===== config.mk =====
export PLATFORM = sky130hd
export DESIGN_NAME = mccsl_fifo
export DESIGN_NICKNAME = d
export VERILOG_FILES = /design/src/rtl/mccsl_pkg.sv /design/src/rtl/mccsl_fifo.sv
export SDC_FILE = /design/constraint.sdc
export NUM_CORES = 1
export LEC_CHECK = 0
export BUFFER_PORTS_ARGS = -buffer_cell sky130_fd_sc_hd__buf_2
export CORE_ASPECT_RATIO = 0.75
export CORE_MARGIN = 1
export CORE_UTILIZATION = 55
export CTS_BUF_LIST = sky130_fd_sc_hd__clkbuf_2
export DETAILED_ROUTE_END_ITERATION = 6
export PLACE_DENSITY_LB_ADDON = 0.3
export SLEW_MARGIN = 15
export SYNTH_ARGS = -nofsm -noshare
export SYNTH_HDL_FRONTEND = slang
export SYNTH_SLANG_ARGS = --single-unit
export TNS_END_PERCENT = 50

===== constraint.sdc =====
create_clock -name clk -period 4.5 [get_ports clk]
set_input_delay 0.45 -clock clk [delete_from_list [all_inputs] [get_ports clk]]
set_output_delay 0.45 -clock clk [all_outputs]
set_load 0.005 [all_outputs]

===== src/rtl/mccsl_pkg.sv =====
// ----------------------------------------------------------------------------
// mccsl_pkg
// types, codes and constants shared by the control-change level converter
// ----------------------------------------------------------------------------
package mccsl_pkg;

	// request command codes
	typedef enum logic [1:0] {
		CMD_MIDI = 2'd0,
		CMD_TICK = 2'd1,
		CMD_ARM  = 2'd2,
		CMD_END  = 2'd3
	} cmd_t;

	// front end sequencer states
	typedef enum logic [1:0] {
		FS_CLEAR,
		FS_IDLE,
		FS_CC_WR,
		FS_TICK
	} fstate_t;

	localparam logic [3:0]  CC_KIND    = 4'hB;    // control change status kind
	localparam logic [7:0]  VAL_NEG_MAX = 8'h80;  // -128, clamped to -127
	localparam logic [7:0]  VAL_NEG_LIM = 8'h81;  // -127
	localparam logic [6:0]  HALF_CODE  = 7'd64;   // maps to exactly one half
	localparam int          COEF_W     = 16;
	localparam logic [15:0] COEF_RESET = 16'd41;
	localparam int          VAL_W      = 8;
	localparam int          CTRL_W     = 7;
	localparam int          QUEUE_DEPTH = 4;
	localparam int          QCNT_W     = $clog2(QUEUE_DEPTH) + 1;

	// index width for a count of n, never below one bit
	function automatic int idx_w(input int n);
		return (n > 1) ? $clog2(n) : 1;
	endfunction

endpackage


===== src/rtl/mccsl_fifo.sv =====
// ----------------------------------------------------------------------------
// mccsl_fifo
// short queue of per-channel jobs between front end and smoothing pipeline
// ----------------------------------------------------------------------------
module mccsl_fifo import mccsl_pkg::*; #(
	parameter int W = 17
) (
	input  logic              clk,
	input  logic              arst_n,
	input  logic              push,
	input  logic [W-1:0]      push_data,
	input  logic              pop,
	output logic [W-1:0]      pop_data,
	output logic              empty,
	output logic [QCNT_W-1:0] count
);

	localparam int AW = idx_w(QUEUE_DEPTH);

	logic [W-1:0]  mem_q [QUEUE_DEPTH];
	logic [AW-1:0] wr_ptr_q;
	logic [AW-1:0] rd_ptr_q;
	logic [QCNT_W-1:0] cnt_q;

	assign empty    = (cnt_q == '0);
	assign count    = cnt_q;
	assign pop_data = mem_q[rd_ptr_q];

	always_ff @(posedge clk) begin
		if (push) begin
			mem_q[wr_ptr_q] <= push_data;
		end
	end

	always_ff @(posedge clk or negedge arst_n) begin
		if (!arst_n) begin
			wr_ptr_q <= '0;
			rd_ptr_q <= '0;
			cnt_q    <= '0;
		end else begin
			if (push) begin
				wr_ptr_q <= wr_ptr_q + AW'(1);
			end
			if (pop) begin
				rd_ptr_q <= rd_ptr_q + AW'(1);
			end
			case ({push, pop})
				2'b10:   cnt_q <= cnt_q + QCNT_W'(1);
				2'b01:   cnt_q <= cnt_q - QCNT_W'(1);
				default: cnt_q <= cnt_q;
			endcase
		end
	end

	a_no_overflow: assert property (@(posedge clk) disable iff (!arst_n)
		push && !pop |-> int'(cnt_q) < QUEUE_DEPTH)
		else $error("queue written while full");

endmodule


---- Word level (Yosys, flattened, before mapping) ----
Memories as Yosys holds them, arrays and structs flattened.
Index checks and enable logic that the tools add are counted.
word-level totals
  memories ................................ 1
  bits in writable memories ............... 68
  bits in registers ....................... 7
  output and inout bits ................... 21
  logic and storage cells ................. 15
operators by class
  reduce and logical (&&, ||, !) cells .... 2
  mux-type cells .......................... 3
  equal/unequal tests ..................... 2
  add/subtract/negate cells ............... 4
memory list
  name   words  bits a word  read ports  clocked after memory_dff  wr ports  RTL line          text
  mem_q  4      17           1           0                         1         mccsl_fifo.sv:20  logic [W-1:0] mem_q [QUEUE_DEPTH];
operators by type and width
  operator               number
  $pmux W3 S2            1
  $add A2 B1 Y2 const B  2
  $add A3 B1 Y3 const B  1
  $logic_not A3 Y1       1
  $sub A3 B1 Y3 const B  1
  $eq A2 B1 Y1 const B   1
  $eq A2 B2 Y1 const B   1
  $mux W1                2
  $reduce_bool A2 Y1     1

---- Longest topological paths before layout ----
  depth after elaboration ................. 2
  depth in mapped cells ................... 7
  mapped depth without buffers ............ 7

---- Worst setup path after synthesis ----
No wires, ideal clock.
  path type ............................... register to output
  start point ............................. reg rd_ptr_q[0]
  end point ............................... out pop_data[10]
  arrival ................................. 1108 ps
  cell stages (with the launch flop) ...... 4
  setup slack ............................. 2942 ps
  path through ............................ dfrtp_1 > buf_6 > buf_12 > mux4_2
between the ends
  cells in the longest elaborated chain, start to end .. 1
RTL lines
  element                 RTL line          text
  from (decl)             mccsl_fifo.sv:22  logic [AW-1:0] rd_ptr_q;
  from (signal assigned)  mccsl_fifo.sv:45  rd_ptr_q <= rd_ptr_q + AW'(1);
  $mem_v2 Z4 W17          -
  to (decl)               mccsl_fifo.sv:13  output logic [W-1:0] pop_data,
No other way between the ends.

---- Final worst setup path ----
  start point ............................. reg rd_ptr_q[0]
  end point ............................... out pop_data[2]
Same word-level chain as after synthesis.

==> results.txt <==
Outcome -> finished clean
Synth Area in XOR/XNOR -> 1.82%
Post-DP Area -> 3140 µm²
Total GRT Usage -> 18.8%
Final instance area -> 3360 µm²
CTS resizes -> 0
Tmin final -> 2.84 ns
Die Ht -> 64.8 µm
Relative slew slack -> 29.8%
Critical Path Sink Type -> output pin
Crit path largest cell delay -> 1.08 ns
Routed wire length -> 4.38 mm
Pleak -> 1.25 nW
Core area -> 4980 µm²
Synth Area in Adders -> 2.86%
Worst-Skew Late Latency -> 0.51 ns
Largest net degree at the start of global routing -> 20
RSZ-0062 raised after global routing -> false
Drt first pass iters -> 4
Fin Clk Skew -> 0.0193 ns
Number of CTS-inserted buffers -> 9
Clock Tree Buf Depth -> 2
Crit path kind -> flop to output pin
Register area share after synthesis -> 76.8%
Post-route ant nets -> 0
First-pass GRT wire length -> 7.12 mm
Fmax -> 0.352 GHz
Yosys warnings -> 0
Max-cap viol count -> 0
Number of global-route vias before repair -> 1401
Wirelength per Cell -> 17.5 µm
H-tree Lvls -> 3
Setup TNS Final -> 0 ns
Postcts setup bufs -> 0
IO Port Bufs -> 41
Setup violations, final -> 0
Combinational family with the most area after synthesis -> multiplexers
Die span in x -> 85.7 µm
Yosys reg bits -> 75
Hold Vio Cnt, Final -> 0
DRC errors left -> 0
Pwr/cell area -> 622 nW/µm²
Syn Area/Cell -> 23.1 µm²
Post-synthesis compound-gate area fraction -> 0.347%
Synthesized cell area -> 2890 µm²
Vias per cell -> 5.26
CTS tree -> yes
Worst EP required -> 4.05 ns
Initial antenna violation count -> 0
P&R area growth vs syn -> 16.4%
Synth unique cells -> 17
Fraction of synthesized area in multiplexers -> 14.4%
Starting DRT DRC Count -> 86
Post-route clock period utilization -> 63.2%
Clock sinks -> 75
Reg clk slew, reported paths -> 0.18 ns
Crit path cell chain -> mux4_1 -> buf_2
Remaining global-route overflow -> 0
Cells after Synth -> 125
Mapped Nets -> 152
Gp weighted congestion -> 0.721
Via count -> 1321
Max IR drop VDD -> 0.450 mV
Clock root buffer -> clkbuf_2
Arrival time worst endpoint -> 2.39 ns
Largest fanout on the critical path -> 19
# diodes -> 0
Type of origin of the critical path -> flop
Starting Density -> 58.0%
FP Rows -> 22
Die area -> 5550 µm²
Final max-slew violation count -> 0
Io pins -> 42
Synth Area in Simple Gates -> 1.56%
Worst hold path type -> input port to flop
Critical path's slowest cell -> dfrtp_1
Layout cells sized above 1 -> 36.3%
Slew at the pin with the worst max-slew slack -> 1.05 ns
Nets -> 201
==> logic make-up (layout without fill, tap and decap cells) <==
logic type	after synthesis	after routing
DFF	75	75
xor gates and xnor gates	6	6
and+or+nand+nor	9	9
AOI/OAI and AO/OA	2	2
adders and majority gates	6	6
muxes	17	17
buffers and inverters	10	64
==> timing repair <==
action                                 CTS  global route
hold buffers                             1             0
setup endpoints to repair                0             0
endpoints found under the hold margin    7             0
==> worst paths after layout <==
check	startpoint	to	slack, ns	depth (start not counted)
worst max-delay path	rd_ptr_q[0]	pop_data[2]	1.66	2
worst min-delay path	push_data[9]	mem_q[1][9]	0.14	1
worst max register to register	wr_ptr_q[0]	mem_q[2][12]	2.72	3
worst min register to register	count[2]	count[2]	0.51	1
max in group asynchronous	arst_n	rd_ptr_q[0]	4.07	2
min in group asynchronous	arst_n	wr_ptr_q[0]	0.26	2
==> cell usage after synthesis <==
cell type	n	area (µm²)
dfrtp_1	7	175
buf_12	1	20.0
mux4_1	9	236
xnor2_1	2	17.5
o21ai_0	2	10.0
buf_6	1	11.3
inv_1	6	22.5
ha_1	5	62.6
fa_1	1	20.0
xor2_1	4	35.0
nor2_1	1	3.75
mux4_2	8	180
nand2_1	3	11.3
buf_2	2	10.0
nor3_1	1	5.00
and2_1	4	25.0
edfxtp_1	68	2040
==> placed cells by master (no fill, tap or decap), types with 2 or more instances in the layout <==
cell / n
edfxtp_1: 68
dfrtp_1: 7
xnor2_1: 2
o21ai_0: 2
bufinv_16: 5
ha_1: 5
inv_1: 6
and2_1: 4
xor2_1: 4
buf_2: 41
clkbuf_2: 9
mux4_2: 8
mux4_1: 9
nand2_1: 3
==> area by class of cell <==
type / instances / area, µm²
flip-flops and latches: 75 / 2220
fillers: 327 / 1620
multi-input cells: 40 / 607
repair buffers: 42 / 215
clock inverters: 7 / 164
well taps: 72 / 90.1
clock buffers: 9 / 45.0
inverters: 6 / 22.5
==> per-stage QoR <==
stage	total power, mW	util [%]	cells	worst slack (ns)	hold WS, ns
5_1_grt	2.20	67.5	251	1.44	0.0855
3_5_place_dp	1.54	63.1	234	2.17	0.289
6_report	2.09	67.5	251	1.66	0.145
2_1_floorplan	1.36	-	125	2.94	0.154
3_3_place_gp	1.52	63.1	234	2.19	0.283
4_1_cts	2.11	67.5	251	1.58	0.115
==> worst max-delay path: cells and delay by family, from the launching register on <==
family / cells / cell delay [ns]
buf+inv: 1 / 0.15
flops: 1 / 1.08
mux: 1 / 0.67
==> registers in the layout, summed over array words and instances, names as in the netlist <==
name	count
rd_ptr_q	2
mem_q	68
wr_ptr_q	2
count	3
==> metal layers <==
layer  GRT usage, %  share of wire [%]  vias up
met5              0                  0        -
met4           6.04                1.4        0
met3           8.54                5.2       12
met2           29.8                 49       30
met1           23.3                 44      674
li1               -                  -      605
==> power breakdown <==
| group | internal, mW | switching, mW | leakage, nW |
|---|---|---|---|
| clock | 0.351 | 0.223 | 0.116 |
| sequential | 0.919 | 0.123 | 0.707 |
| combinational | 0.271 | 0.203 | 0.431 |
| total | 1.54 | 0.548 | 1.25 |
No activity file was read; power rests on OpenSTA's default activity.
